**config.mk**
```make
export PLATFORM = sky130hd
export DESIGN_NAME = byte_stuffed_frame_builder_core_flat
export DESIGN_NICKNAME = d
export VERILOG_FILES = /design/src/rtl/core/bsfb_pkg.sv /design/src/rtl/core/bsfb_if.sv /design/src/rtl/core/bsfb_seq.sv /design/src/rtl/core/bsfb_out_reg.sv /design/src/rtl/core/byte_stuffed_frame_builder_core.sv /design/src/flat_wrapper.sv
export VERILOG_INCLUDE_DIRS = /design/src /design/src/rtl/core
export SDC_FILE = /design/constraint.sdc
export NUM_CORES = 1
export LEC_CHECK = 0
export BUFFER_PORTS_ARGS = -buffer_cell sky130_fd_sc_hd__buf_2
export CORE_MARGIN = 2
export CORE_UTILIZATION = 51
export CTS_BUF_LIST = sky130_fd_sc_hd__clkbuf_4 sky130_fd_sc_hd__clkbuf_8
export DETAILED_ROUTE_END_ITERATION = 10
export GPL_TIMING_DRIVEN = 0
export HOLD_SLACK_MARGIN = 0.05
export PLACE_DENSITY = 0.84
export SYNTH_ARGS = -nofsm -noshare
export SYNTH_HDL_FRONTEND = slang
export SYNTH_SLANG_ARGS = --single-unit
```
**constraint.sdc**
```tcl
create_clock -name clk_i -period 2.8 [get_ports clk_i]
set_clock_uncertainty 0.1 [all_clocks]
set_input_delay 0.14 -clock clk_i [delete_from_list [all_inputs] [get_ports clk_i]]
set_output_delay 0.14 -clock clk_i [all_outputs]
set_load 0.02 [all_outputs]
```
**src/rtl/core/byte_stuffed_frame_builder_core_assert.svh**
```systemverilog
// Assertion helpers shared by the frame builder modules.
`ifndef BYTE_STUFFED_FRAME_BUILDER_CORE_ASSERT_SVH
`define BYTE_STUFFED_FRAME_BUILDER_CORE_ASSERT_SVH

// Consequent checked in the same cycle as the antecedent.
`define BSFB_ASSERT_NOW(lbl, clk, rstn, ante, cons) \
  lbl: assert property (@(posedge clk) disable iff (!rstn) (ante) |-> (cons)) \
    else $error("bsfb assertion failed");

// Consequent checked in the cycle after the antecedent.
`define BSFB_ASSERT_NEXT(lbl, clk, rstn, ante, cons) \
  lbl: assert property (@(posedge clk) disable iff (!rstn) (ante) |=> (cons)) \
    else $error("bsfb assertion failed");

`endif

```
**src/rtl/core/bsfb_pkg.sv**
```systemverilog
package bsfb_pkg;

  // Line codes
  localparam logic [7:0] FLAG_BYTE = 8'h7E;
  localparam logic [7:0] ESC_BYTE  = 8'h7D;
  localparam logic [7:0] ESC_FLAG  = 8'h5E;
  localparam logic [7:0] ESC_ESC   = 8'h5D;

  // Sequencer position within one input item
  typedef enum logic [2:0] {
    PH_OPEN,
    PH_SRC,
    PH_DST,
    PH_MODE,
    PH_DATA,
    PH_CLOSE
  } phase_e;

  // One line byte on its way to the output register
  typedef struct packed {
    logic [7:0] line_byte;
    logic       frame_end;
    logic       run_last;
  } res_t;

endpackage

```
**src/rtl/core/bsfb_if.sv**
```systemverilog
// Input item channel
interface bsfb_in_if;
  logic       valid;
  logic       ready;
  logic [7:0] payload_byte;
  logic [7:0] dest_address;
  logic [7:0] link_mode;
  logic       last_byte;

  modport source (output valid, payload_byte, dest_address, link_mode, last_byte,
                  input ready);
  modport sink   (input valid, payload_byte, dest_address, link_mode, last_byte,
                  output ready);
endinterface

// Line byte channel
interface bsfb_out_if;
  logic       valid;
  logic       ready;
  logic [7:0] line_byte;
  logic       frame_end;
  logic       run_last;

  modport source (output valid, line_byte, frame_end, run_last, input ready);
  modport sink   (input valid, line_byte, frame_end, run_last, output ready);
endinterface

// Register write channel (source address)
interface bsfb_cfg_if;
  logic       valid;
  logic       ready;
  logic [7:0] data;

  modport source (output valid, data, input ready);
  modport sink   (input valid, data, output ready);
endinterface

```
**src/rtl/core/bsfb_seq.sv**
```systemverilog
`include "byte_stuffed_frame_builder_core_assert.svh"

module bsfb_seq (
  input  logic              clk_i,
  input  logic              rst_ni,
  bsfb_in_if.sink           in_i,
  input  logic [7:0]        source_address_i,
  input  logic              out_free_i,
  output logic              emit_o,
  output bsfb_pkg::res_t    res_o
);

  // Held input item
  logic       hold_q, hold_d;
  logic [7:0] pay_q, dst_q, mode_q;
  logic       last_q;

  // Sequencer state
  bsfb_pkg::phase_e phase_q, phase_d, phase_next;
  logic             esc_q, esc_d;
  logic             frame_q, frame_d;

  logic [7:0] raw_byte;
  logic [7:0] line_byte;
  logic       stuffable;
  logic       step_done;
  logic       phase_last;
  logic       finish;
  logic       accept;

  // Byte addressed by the current phase
  always_comb begin
    unique case (phase_q)
      bsfb_pkg::PH_OPEN:  raw_byte = bsfb_pkg::FLAG_BYTE;
      bsfb_pkg::PH_SRC:   raw_byte = source_address_i;
      bsfb_pkg::PH_DST:   raw_byte = dst_q;
      bsfb_pkg::PH_MODE:  raw_byte = mode_q;
      bsfb_pkg::PH_DATA:  raw_byte = pay_q;
      bsfb_pkg::PH_CLOSE: raw_byte = bsfb_pkg::FLAG_BYTE;
      default:            raw_byte = bsfb_pkg::FLAG_BYTE;
    endcase
  end

  // Stuffing: escape byte first, substitute code as the next emitted byte
  always_comb begin
    stuffable = (phase_q != bsfb_pkg::PH_OPEN) && (phase_q != bsfb_pkg::PH_CLOSE);
    priority if (esc_q) begin
      line_byte = (raw_byte == bsfb_pkg::FLAG_BYTE) ? bsfb_pkg::ESC_FLAG
                                                    : bsfb_pkg::ESC_ESC;
      step_done = 1'b1;
    end else if (stuffable && ((raw_byte == bsfb_pkg::FLAG_BYTE) ||
                               (raw_byte == bsfb_pkg::ESC_BYTE))) begin
      line_byte = bsfb_pkg::ESC_BYTE;
      step_done = 1'b0;
    end else begin
      line_byte = raw_byte;
      step_done = 1'b1;
    end
  end

  // Next phase in the fixed order of a frame
  always_comb begin
    unique case (phase_q)
      bsfb_pkg::PH_OPEN:  phase_next = bsfb_pkg::PH_SRC;
      bsfb_pkg::PH_SRC:   phase_next = bsfb_pkg::PH_DST;
      bsfb_pkg::PH_DST:   phase_next = bsfb_pkg::PH_MODE;
      bsfb_pkg::PH_MODE:  phase_next = bsfb_pkg::PH_DATA;
      bsfb_pkg::PH_DATA:  phase_next = bsfb_pkg::PH_CLOSE;
      bsfb_pkg::PH_CLOSE: phase_next = bsfb_pkg::PH_CLOSE;
      default:            phase_next = bsfb_pkg::PH_CLOSE;
    endcase
  end

  // Handshake and item completion
  always_comb begin
    phase_last = (phase_q == bsfb_pkg::PH_CLOSE) ||
                 ((phase_q == bsfb_pkg::PH_DATA) && !last_q);
    emit_o     = hold_q && out_free_i;
    finish     = emit_o && step_done && phase_last;
    in_i.ready = !hold_q || finish;
    accept     = in_i.valid && in_i.ready;
  end

  // Frame state and sequencer next values
  always_comb begin
    frame_d = finish ? (phase_q == bsfb_pkg::PH_DATA) : frame_q;
    hold_d  = accept ? 1'b1 : (finish ? 1'b0 : hold_q);
    phase_d = phase_q;
    esc_d   = esc_q;
    if (accept) begin
      phase_d = frame_d ? bsfb_pkg::PH_DATA : bsfb_pkg::PH_OPEN;
      esc_d   = 1'b0;
    end else if (emit_o) begin
      if (step_done) begin
        esc_d = 1'b0;
        if (!phase_last) begin
          phase_d = phase_next;
        end
      end else begin
        esc_d = 1'b1;
      end
    end
  end

  // Result toward the output register
  always_comb begin
    res_o.line_byte = line_byte;
    res_o.frame_end = (phase_q == bsfb_pkg::PH_CLOSE);
    res_o.run_last  = step_done && phase_last;
  end

  // Control state
  always_ff @(posedge clk_i or negedge rst_ni) begin
    if (!rst_ni) begin
      hold_q  <= 1'b0;
      phase_q <= bsfb_pkg::PH_OPEN;
      esc_q   <= 1'b0;
      frame_q <= 1'b0;
    end else begin
      hold_q  <= hold_d;
      phase_q <= phase_d;
      esc_q   <= esc_d;
      frame_q <= frame_d;
    end
  end

  // Item payload, captured on each input transfer
  always_ff @(posedge clk_i) begin
    if (accept) begin
      pay_q  <= in_i.payload_byte;
      dst_q  <= in_i.dest_address;
      mode_q <= in_i.link_mode;
      last_q <= in_i.last_byte;
    end
  end

  // An escape is pending only on header or payload bytes
  `BSFB_ASSERT_NOW(a_esc_phase, clk_i, rst_ni, esc_q, stuffable)
  // An item that opens a frame only starts when no frame is open
  `BSFB_ASSERT_NOW(a_open_closed, clk_i, rst_ni, hold_q && (phase_q == bsfb_pkg::PH_OPEN), !frame_q)
  // Closing flag always ends its item
  `BSFB_ASSERT_NOW(a_close_last, clk_i, rst_ni, emit_o && res_o.frame_end, res_o.run_last)
  // Finishing on the closing flag leaves the frame closed
  `BSFB_ASSERT_NEXT(a_close_frame, clk_i, rst_ni, finish && res_o.frame_end, !frame_q)

endmodule

```
**src/rtl/core/bsfb_out_reg.sv**
```systemverilog
`include "byte_stuffed_frame_builder_core_assert.svh"

module bsfb_out_reg (
  input  logic           clk_i,
  input  logic           rst_ni,
  input  logic           emit_i,
  input  bsfb_pkg::res_t res_i,
  output logic           out_free_o,
  bsfb_out_if.source     out_o
);

  logic           valid_q, valid_d;
  bsfb_pkg::res_t res_q;

  // Register is free when empty or drained this cycle
  always_comb begin
    out_free_o = !valid_q || out_o.ready;
    valid_d    = emit_i ? 1'b1 : (out_o.ready ? 1'b0 : valid_q);
  end

  always_ff @(posedge clk_i or negedge rst_ni) begin
    if (!rst_ni) begin
      valid_q <= 1'b0;
    end else begin
      valid_q <= valid_d;
    end
  end

  always_ff @(posedge clk_i) begin
    if (emit_i) begin
      res_q <= res_i;
    end
  end

  assign out_o.valid     = valid_q;
  assign out_o.line_byte = res_q.line_byte;
  assign out_o.frame_end = res_q.frame_end;
  assign out_o.run_last  = res_q.run_last;

  // A new byte never overwrites one still waiting for transfer
  `BSFB_ASSERT_NOW(a_no_overwrite, clk_i, rst_ni, emit_i, !valid_q || out_o.ready)

endmodule

```
**src/rtl/core/byte_stuffed_frame_builder_core.sv**
```systemverilog
// Byte-stuffed frame builder: each accepted payload byte yields one or more line
// bytes on out_o, one per cycle while out_o is ready, through a single output
// register. A plain payload byte inside an open frame yields one line byte, a
// 0x7E or 0x7D payload byte two (escape plus code). The first byte of a frame
// adds the opening flag and the three header bytes (source, destination, mode),
// each header byte one or two line bytes, so 4 to 7 extra line bytes; a byte
// marked last adds the closing flag. Back-pressure on out_o holds the sequencer.
// The source address register is written on cfg_i, which is always ready, and
// should only change while no payload byte is in flight; it is read when a frame
// opens.
module byte_stuffed_frame_builder_core (
  input  logic       clk_i,
  input  logic       rst_ni,
  bsfb_cfg_if.sink   cfg_i,
  bsfb_in_if.sink    in_i,
  bsfb_out_if.source out_o
);

  logic [7:0]     src_addr_q;
  logic           emit;
  logic           out_free;
  bsfb_pkg::res_t res;

  // Source address register
  assign cfg_i.ready = 1'b1;

  always_ff @(posedge clk_i or negedge rst_ni) begin
    if (!rst_ni) begin
      src_addr_q <= 8'h00;
    end else if (cfg_i.valid) begin
      src_addr_q <= cfg_i.data;
    end
  end

  // Framing and stuffing sequencer
  bsfb_seq u_seq (
    .clk_i            (clk_i),
    .rst_ni           (rst_ni),
    .in_i             (in_i),
    .source_address_i (src_addr_q),
    .out_free_i       (out_free),
    .emit_o           (emit),
    .res_o            (res)
  );

  // Output register
  bsfb_out_reg u_out (
    .clk_i      (clk_i),
    .rst_ni     (rst_ni),
    .emit_i     (emit),
    .res_i      (res),
    .out_free_o (out_free),
    .out_o      (out_o)
  );

endmodule

```
**src/flat_wrapper.sv**
```systemverilog
// flat-port wrapper written by rule: the top's interface ports become plain ports
module byte_stuffed_frame_builder_core_flat 
  (clk_i, rst_ni, cfg_i_valid, cfg_i_data, cfg_i_ready, in_i_valid, in_i_payload_byte, in_i_dest_address, in_i_link_mode, in_i_last_byte, in_i_ready, out_o_valid, out_o_line_byte, out_o_frame_end, out_o_run_last, out_o_ready);
  bsfb_cfg_if cfg_i_i ();
  bsfb_in_if in_i_i ();
  bsfb_out_if out_o_i ();
  input  logic clk_i;
  input  logic rst_ni;
  input wire logic [$bits(cfg_i_i.valid)-1:0] cfg_i_valid;
  input wire logic [$bits(cfg_i_i.data)-1:0] cfg_i_data;
  output wire logic [$bits(cfg_i_i.ready)-1:0] cfg_i_ready;
  input wire logic [$bits(in_i_i.valid)-1:0] in_i_valid;
  input wire logic [$bits(in_i_i.payload_byte)-1:0] in_i_payload_byte;
  input wire logic [$bits(in_i_i.dest_address)-1:0] in_i_dest_address;
  input wire logic [$bits(in_i_i.link_mode)-1:0] in_i_link_mode;
  input wire logic [$bits(in_i_i.last_byte)-1:0] in_i_last_byte;
  output wire logic [$bits(in_i_i.ready)-1:0] in_i_ready;
  output wire logic [$bits(out_o_i.valid)-1:0] out_o_valid;
  output wire logic [$bits(out_o_i.line_byte)-1:0] out_o_line_byte;
  output wire logic [$bits(out_o_i.frame_end)-1:0] out_o_frame_end;
  output wire logic [$bits(out_o_i.run_last)-1:0] out_o_run_last;
  input wire logic [$bits(out_o_i.ready)-1:0] out_o_ready;
  assign cfg_i_i.valid = cfg_i_valid;
  assign cfg_i_i.data = cfg_i_data;
  assign cfg_i_ready = cfg_i_i.ready;
  assign in_i_i.valid = in_i_valid;
  assign in_i_i.payload_byte = in_i_payload_byte;
  assign in_i_i.dest_address = in_i_dest_address;
  assign in_i_i.link_mode = in_i_link_mode;
  assign in_i_i.last_byte = in_i_last_byte;
  assign in_i_ready = in_i_i.ready;
  assign out_o_valid = out_o_i.valid;
  assign out_o_line_byte = out_o_i.line_byte;
  assign out_o_frame_end = out_o_i.frame_end;
  assign out_o_run_last = out_o_i.run_last;
  assign out_o_i.ready = out_o_ready;
  byte_stuffed_frame_builder_core u_core (.clk_i(clk_i), .rst_ni(rst_ni), .cfg_i(cfg_i_i), .in_i(in_i_i), .out_o(out_o_i));
endmodule
```
Word-level counts from Yosys, hierarchy flattened
Cells that the tools add are included.

word-level totals
  memory bits (read-only) = 0
  flip-flop bits (word level) = 50
  input port bits = 38
  memories kept = 0
  latch bits = 0
  memory bits (writable) = 0

cells by class
  bitwise operators = 0
  shifts and indexed selects = 0
  multiply operators = 0
  magnitude comparators = 0
  add/sub/neg operators = 0
  div/mod/pow operators = 0
  mux-type cells = 20
  equal/unequal tests = 9
  reduce and logical (&&, ||, !) cells = 22

operators with widths
  kind                                                                    number
  8-bit one-hot mux with 4 select lines                                   1
  8-bit by 7-bit equality test with 1-bit output (second input constant)  2
  8-bit 2-to-1 mux                                                        2
  3-bit 2-to-1 mux                                                        5
  3-bit one-hot mux with 4 select lines                                   1
  1-bit 2-to-1 mux                                                        10
  1-bit logical AND                                                       8
  2-bit nonzero test                                                      4
  3-bit by 2-bit equality test with 1-bit output (second input constant)  2
  3-bit equality test (second input constant)                             2
  1-bit logical OR                                                        4
  3-bit by 1-bit equality test with 1-bit output (second input constant)  1
  1-bit zero test                                                         3
  3-bit zero test                                                         1
  3-bit != test (second input constant)                                   1
  3-bit AND reduction                                                     1
  3-bit nonzero test                                                      1
  2-bit 2-to-1 mux                                                        1
  2-bit by 1-bit != test with 1-bit output (second input constant)        1

Longest topological paths before layout
Gate-level depths: netlist of the first run.

  depth in word-level cells = 13
  mapped depth = 8
  gate-level depth less buffers = 7

By module
A second synthesis of the first run with hierarchy kept.

second synthesis, totals
  cell total of the unflattened synthesis = 172
  area, all modules = 2394.8 sq um

by module, submodules not included
  module                           times used  cells an instance  area each (sq um)
  bsfb_seq                         1           140                1704.1
  bsfb_out_reg                     1           13                 347.8
  byte_stuffed_frame_builder_core  1           19                 342.8

Least setup slack after synthesis of the first run
Ideal clock, no wire load.

  path kind = flip-flop to flip-flop
  start point = register u_core.u_seq.phase_q[2]
  end point = register u_core.u_seq.dst_q[0], enable pin
  library setup time = 384 ps
  path slack = 137 ps
  cell stages (with the launch flop) = 9
  buffers on the path = 2
  arrival time = 2179 ps
  required time = 2316 ps
  period minus slack after synthesis = 2663 ps
  cells stage by stage = dfrtp_1 -> buf_6 -> buf_12 -> nor4b_1 -> a211oi_2 -> nor3b_2 -> o211a_2 -> nand3_2 -> and3_1

between the ends
  word-level cells in the longest chain between the ends = 11

ends and longest elaborated chain
  item                                                                      RTL line                        source
  from (decl)                                                               bsfb_seq.sv:19                  bsfb_pkg::phase_e phase_q, phase_d, phase_next;
  from (signal assigned)                                                    bsfb_seq.sv:116                 phase_q <= bsfb_pkg::PH_OPEN;
  from (signal assigned)                                                    bsfb_seq.sv:121                 phase_q <= phase_d;
  3-bit equality test (tied with other cells)                               bsfb_seq.sv:33, bsfb_seq.sv:77
  8-bit one-hot mux with 4 select lines                                     bsfb_seq.sv:33                  unique case (phase_q)
  8-bit by 7-bit equality test with 1-bit output, on equally long branches  bsfb_seq.sv:51, bsfb_seq.sv:52
  1-bit logical OR                                                          bsfb_seq.sv:51                  end else if (stuffable && ((raw_byte == bsfb_pkg::FLAG_BYTE) ||
  1-bit logical AND                                                         bsfb_seq.sv:51
  1-bit 2-to-1 mux                                                          bsfb_seq.sv:51
  1-bit 2-to-1 mux                                                          bsfb_seq.sv:47                  priority if (esc_q) begin
  1-bit logical AND                                                         bsfb_seq.sv:79                  finish = emit_o && step_done && phase_last;
  1-bit logical AND (*)                                                     bsfb_seq.sv:79
  1-bit logical OR (*)                                                      bsfb_seq.sv:80                  in_i.ready = !hold_q || finish;
  1-bit logical AND (*)                                                     bsfb_seq.sv:81                  accept = in_i.valid && in_i.ready;
  via u_core.u_seq.accept                                                   bsfb_seq.sv:29                  logic accept;
  to (signal assigned)                                                      bsfb_seq.sv:131                 dst_q <= in_i.dest_address;
  to (decl)                                                                 bsfb_seq.sv:15                  logic [7:0] pay_q, dst_q, mode_q;

The timed path passes the listed nets; every way through them passes the cells marked *.
A chain may end at the register's enable or synchronous reset.

Worst setup path in the final report of the first run
  start point = register u_core.u_seq.phase_q[0]
  end point = output port in_i_ready

between the ends
  word-level cells in the longest chain between the ends = 10

ends and longest elaborated chain
  item                                                                      RTL line                        source
  3-bit equality test (tied with other cells)                               bsfb_seq.sv:33, bsfb_seq.sv:77
  8-bit one-hot mux with 4 select lines                                     bsfb_seq.sv:33
  8-bit by 7-bit equality test with 1-bit output, on equally long branches  bsfb_seq.sv:51, bsfb_seq.sv:52
  1-bit logical OR                                                          bsfb_seq.sv:51
  1-bit logical AND                                                         bsfb_seq.sv:51
  1-bit 2-to-1 mux                                                          bsfb_seq.sv:51
  1-bit 2-to-1 mux                                                          bsfb_seq.sv:47
  1-bit logical AND                                                         bsfb_seq.sv:79
  1-bit logical AND (*)                                                     bsfb_seq.sv:79
  1-bit logical OR (*)                                                      bsfb_seq.sv:80
  to (decl)                                                                 flat_wrapper.sv:17              output wire logic [$bits(in_i_i.ready)-1:0] in_i_ready;

Every way passes the cells marked *; elsewhere a longest branch is shown, timed or not.

==> metrics.yaml, run 1 <==
drtAntennaViolNets: 0
grt_antenna_before_repair: 0
max-vdd-ir-drop_mv: 0.441
first_pass_iters: 4
hold_class: "in2async"
crit_slowest_cell: "dfrtp_1"
maxSlewViolCount: 0
clkTransAtPathRegs_ns: 0.09
hpwlAfterDp_um: 3520
clk-insertion-delay-late_ns: 0.31
die_area_sq_um: 5310
gp_congestion: 0.902
cts_tree: "yes"
fin_setup_tns_ns: 0
startpoint_type: "register"
root_buffer: "clkbuf_8"
max-cap-violations: 0
clk_path_buf_depth: 2
antennaDiodeCount: 0
grt.total_usage_pct: 21.2
synth_ff_type: "edfxtp_1"
layout_min_cycle_time_ns: 2.66
routed_wl_um: 5190
yosys_warnings: 0
die_x_um: 72.9
synth-seq-cells: 50
wl_met3_um: 296
p_leak_nw: 1.26
cts_inserted_buffers: 5
nets: 312
rsz0062_at_grt: "false"
wl_met2_um: 2620
crit_path_end_kind: "output pin"
grt_pass1_vias: 1734
crit_required_ns: 2.56
power-per-cell-area_nw_per_um2: 1020
fmax_mhz: 375
vias: 1856
io_pins: 51
finalHoldViolations: 0
clkSinkCount: 50
grt_max_degree: 26
fin_total_pwr_w: 0.00327
area_delta_synth_final_pct: 32.9
critical-path-max-stage-delay_ns: 0.38
highest_layer: "met4"
synth.most_common_cell: "edfxtp_1"
status: "complete, no violations"
synth_area_sq_um: 2420
stdcell_area_sq_um: 3210
drt_iter0_markers: 188
placementRows: 25
core_sq_um: 4660
async_flop_share_pct: 30.0
wl_per_cell_um: 15.8
h-tree-depth: 2
drc_errors: 0
setup_viol: 0
layout-drive-gt1-share_pct: 32.0
critical_path.max_fanout: 10
crit_arrival_ns: 2.42
io_buffers: 48
viasPerCell: 5.64
syn-num-nets: 221
met1_length_um: 2190
synth-edff-count: 35
synthTopCellsByArea: "edfxtp_1 43%, dfrtp_1 16%, mux2_2 4.7%"
synth_top_cells_by_count: "35 x edfxtp_1, 15 x dfrtp_1, 12 x nand2_1, 10 x mux2_2, 10 x nor2_1"
syn_inst: 183
synth.avg_cell_area_sq_um: 13.2
criticalPathCategory: "reg2out"
placed_area_sq_um: 2730
period_share_pct: 95.2
synth.distinct_cells: 62
overflow: 0
seq_area_frac_synth_pct: 59.0
yosys.area.top_type_share_pct: 43.5
initial_core_util_pct: 51.9
grt_pass1_wl_um: 8360
synth_top_area_cell: "edfxtp_1"
die_height_um: 72.9
crit_chain: "buf_6 > buf_8 > mux2i_1 > a211oi_2 > nor3b_2 > o211a_4 > nand3_2 > and2_1 > buf_2"
## power breakdown
group	switching, W	internal (W)	total, W
Clock	0.000239	0.000276	0.000515
Combinational	0.000942	0.000661	0.00160
Sequential	0.0000852	0.00107	0.00115
Total	0.00127	0.00200	0.00327
## cell usage in the layout, fill, tap and decap left out, types with 2 or more instances in the layout
cell and n:
or3b_1 2, nor2b_1 4, and3_4 2, a211o_1 3
nor4b_1 3, a21oi_1 7, nor2_1 10, mux2i_1 6
inv_1 3, a32oi_1 2, dlygate4sd3_1 36, nand3_1 3
clkbuf_8 5, o31a_1 2, dfrtp_1 15, o22ai_1 3
nor3_1 3, clkbuf_1 2, buf_6 3, edfxtp_1 35
a21oi_2 2, nand2b_1 5, buf_2 49, nand3b_1 4
o21ai_0 4, mux2_2 10, nand2_1 12
## critical path, delay by kind of cell, from the launching register on
| kind | cells | cell delay, ns |
|---|---|---|
| buf+inv | 3 | 0.43 |
| flops | 1 | 0.38 |
| mux | 1 | 0.12 |
| simple gates | 3 | 0.62 |
| compound gates | 2 | 0.55 |
## metal layers
layer | track usage, % | vias to the layer above
met5 | 0 | -
met4 | 5.56 | 0
li1 | - | 876
met3 | 4.42 | 8
met1 | 28.1 | 899
met2 | 35.7 | 73
## final cells by class
| cell class | count | area (sq um) |
|---|---|---|
| fill | 323 | 1450 |
| sequential | 50 | 1430 |
| multi-input combinational | 119 | 897 |
| timing repair buffer | 84 | 601 |
| buffer | 10 | 92.6 |
| clock buffer | 6 | 76.3 |
| tap | 54 | 67.6 |
| clock inverter | 2 | 37.5 |
| inverter | 4 | 15.0 |
## stage by stage
step / instances / utilization [%] / worst slack (ns) / hold WS (ns)
3_5_place_dp: 285 / 58.5 / -0.338 / -0.0335
6_report: 329 / 68.9 / 0.135 / 0.170
5_1_grt: 329 / 68.9 / 0.0303 / 0.208
2_1_floorplan: 183 / - / 0.137 / -0.256
4_1_cts: 329 / 68.7 / 0.0376 / 0.176
3_3_place_gp: 285 / 58.5 / -0.265 / -0.0339
## logic make-up (layout without fill, tap and decap cells)
kind of cell,after synthesis,after routing,share of synthesized area (%)
other cells,1,1,0.155
flops,50,50,59.0
buf+inv,14,106,4.45
mux,17,17,7.60
simple gates,58,58,14.6
compound gates,43,43,14.2
## flip-flops by register name, summed over array words and instances, names as in the netlist
name / cells
u_core.u_seq.frame_q: 1
u_core.u_out.out_o.run_last: 1
u_core.u_out.out_o.valid: 1
u_core.u_seq.hold_q: 1
u_core.u_seq.last_q: 1
u_core.u_seq.esc_q: 1
u_core.u_seq.pay_q: 8
u_core.u_out.out_o.line_byte: 8
u_core.u_out.out_o.frame_end: 1
u_core.u_seq.phase_q: 3
u_core.u_seq.mode_q: 8
u_core.src_addr_q: 8
u_core.u_seq.dst_q: 8
## timing repair
item,4_1_cts,5_1_grt
endpoints found under the hold margin,53,0
buffers inserted,0,0
hold buffers,36,0
setup endpoints to repair,25,26
resized for setup,1,2
## final timing paths
kind	from	slack [ns]	cells past startpoint	endpoint
hold / removal	rst_ni	0.17	2	u_core.u_seq.esc_q
max in group asynchronous	rst_ni	2.17	2	u_core.src_addr_q[5]
setup / recovery	u_core.u_seq.phase_q[0]	0.14	9	in_i_ready
setup reg to reg	u_core.u_seq.phase_q[1]	0.25	7	u_core.u_seq.pay_q[5]
min in group clk_i	cfg_i_valid	0.23	2	u_core.src_addr_q[7]
hold reg to reg	u_core.src_addr_q[7]	0.42	1	u_core.src_addr_q[7]
Power figures use the tool's default switching activity.
==> run 2, diff against run 1 <==
- CORE_UTILIZATION: 51 -> 40
- PLACE_DENSITY: 0.84 -> 0.7
==> metrics.yaml, run 2 (same netlist as run 1, synthesis figures left out) <==
criticalPathCategory: "reg2out"  # unchanged
first_pass_iters: 4  # unchanged
crit_required_ns: 2.56  # about the same
cts_tree: "yes"  # unchanged
layout-drive-gt1-share_pct: 31.6  # was 32.0%
grt_pass1_vias: 1756  # was 1,734
hold_class: "in2async"  # unchanged
critical_path.max_fanout: 10  # unchanged
fill_cells: 510  # was 323
stdcell_area_sq_um: 3210  # about the same
cts_inserted_buffers: 5  # unchanged
finalHoldViolations: 0  # unchanged
period_share_pct: 95.3  # was 95.2%
overflow: 0  # unchanged
drtAntennaViolNets: 0  # unchanged
setup_viol: 0  # unchanged
io_pins: 51  # unchanged
h-tree-depth: 2  # unchanged
crit_arrival_ns: 2.43  # was 2.42 ns
grt_max_degree: 26  # unchanged
fmax_mhz: 375  # about the same
die_area_sq_um: 6680  # was 5310 sq um
final_common_cell: "buf_2"  # unchanged
area_delta_synth_final_pct: 32.7  # was 32.9%
most-common-layout-cells: "49 x buf_2, 36 x dlygate4sd3_1, 35 x edfxtp_1"  # unchanged
crit_slowest_cell: "dfrtp_1"  # unchanged
holdWs_ns: 0.182  # was 0.170 ns
max-cap-violations: 0  # unchanged
placed_area_sq_um: 2750  # was 2730 sq um
drc_errors: 0  # unchanged
critical-path-max-stage-delay_ns: 0.39  # was 0.38 ns
hpwlAfterDp_um: 3620  # was 3520 um
utilization_pct: 54.5  # was 68.9%
max-vdd-ir-drop_mv: 0.566  # was 0.441 mV
grt.total_usage_pct: 17.1  # was 21.2%
drt_iter0_markers: 159  # was 188
p_leak_nw: 1.25  # was 1.26 nW
viasPerCell: 5.14  # was 5.64
placementRows: 28  # was 25
clkTransAtPathRegs_ns: 0.08  # was 0.09 ns
status: "complete, no violations"  # unchanged
core_sq_um: 5890  # was 4660 sq um
vias: 1799  # was 1,856
rsz0062_at_grt: "false"  # unchanged
grt_antenna_before_repair: 0  # unchanged
die_x_um: 81.8  # was 72.9 um
antennaDiodeCount: 0  # unchanged
clkSinkCount: 50  # unchanged
rr_worst_depth: 8  # was 7
maxSlewViolCount: 0  # unchanged
clk-insertion-delay-late_ns: 0.29  # was 0.31 ns
nets: 312  # unchanged
die_height_um: 81.8  # was 72.9 um
clk_path_buf_depth: 2  # unchanged
power-per-cell-area_nw_per_um2: 981  # was 1020 nW/um^2
grt_pass1_wl_um: 8600  # was 8360 um
fin_total_pwr_w: 0.00315  # was 0.00327 W
io_buffers: 48  # unchanged
gp_congestion: 0.871  # was 0.902
wl_per_cell_um: 15.0  # was 15.8 um
startpoint_type: "register"  # unchanged
crit_chain: "buf_6 > buf_8 > mux2i_1 > a211oi_2 > nor3b_2 > o211a_4 > nand3_2 > and2_1 > buf_2"  # unchanged
routed_wl_um: 5240  # was 5190 um
initial_core_util_pct: 41.1  # was 51.9%
layout_min_cycle_time_ns: 2.67  # was 2.66 ns
crit_path_end_kind: "output pin"  # unchanged
root_buffer: "clkbuf_8"  # unchanged
-- run 2: changes by cell type in the layout (fill, tap and decap cells not counted) --
cell	delta
clkinvlp_4	-1
bufinv_16	-1
clkinv_1	+1
clkinv_2	+1
-- run 2: layout make-up --
type | count | area [sq um] | area share, %
buffer | 10 | 92.6 | 2.88
clock buffer | 6 | 76.3 | 2.38
clock inverter | 2 | 8.76 | 0.273
inverter | 4 | 15.0 | 0.468
multi-input combinational | 119 | 897 | 27.9
sequential | 50 | 1430 | 44.4
tap | 75 | 93.8 | 2.92
timing repair buffer | 84 | 601 | 18.7
-- run 2: what timing repair did --
item / in CTS / in global routing
endpoints found under the setup margin: 25 / 26
hold endpoints to repair: 53 / 0
gates resized for setup: 1 / 2
hold buffers: 36 / 0
setup buffers: 0 / 0
cloned: 0 / 0
-- run 2: routing by layer --
layer / GRT usage [%] / share of wire, %
met1: 23.4 / 44
met2: 28.5 / 49
met4: 4.00 / 0.78
met5: 0 / 0
met3: 2.97 / 6.2
-- run 2: worst max-delay path: cells and delay by family, from the launching register on --
family / cells / cell delay (ns)
buf+inv: 3 / 0.42
mux: 1 / 0.13
compound gates: 2 / 0.55
flops: 1 / 0.39
simple gates: 3 / 0.63
-- run 2: where the power goes --
group,internal [W],leakage [nW],switching (W)
clock,0.000182,0.0460,0.000219
combinational,0.000661,0.708,0.000940
sequential,0.00107,0.499,0.0000823
total,0.00191,1.25,0.00124
-- run 2: per-stage QoR --
stage	std cells	TNS, ns	setup slack, ns
after floorplan	183	0	0.137
after global placement	306	-7.45	-0.300
after detailed placement	306	-9.00	-0.361
after CTS	350	0	0.0424
after global routing	350	0	0.0273
final	350	0	0.132
-- run 2: final timing paths --
check	startpoint	end	slack, ns
min reg2reg	u_core.u_out.out_o.valid	u_core.u_out.out_o.valid	0.41
min	rst_ni	u_core.u_out.out_o.valid	0.18
min in group clk_i	cfg_i_valid	u_core.src_addr_q[4]	0.25
max	u_core.u_seq.phase_q[0]	in_i_ready	0.13
max reg2reg	u_core.u_seq.phase_q[0]	u_core.u_seq.dst_q[2]	0.25
max in group asynchronous	rst_ni	u_core.src_addr_q[3]	2.14
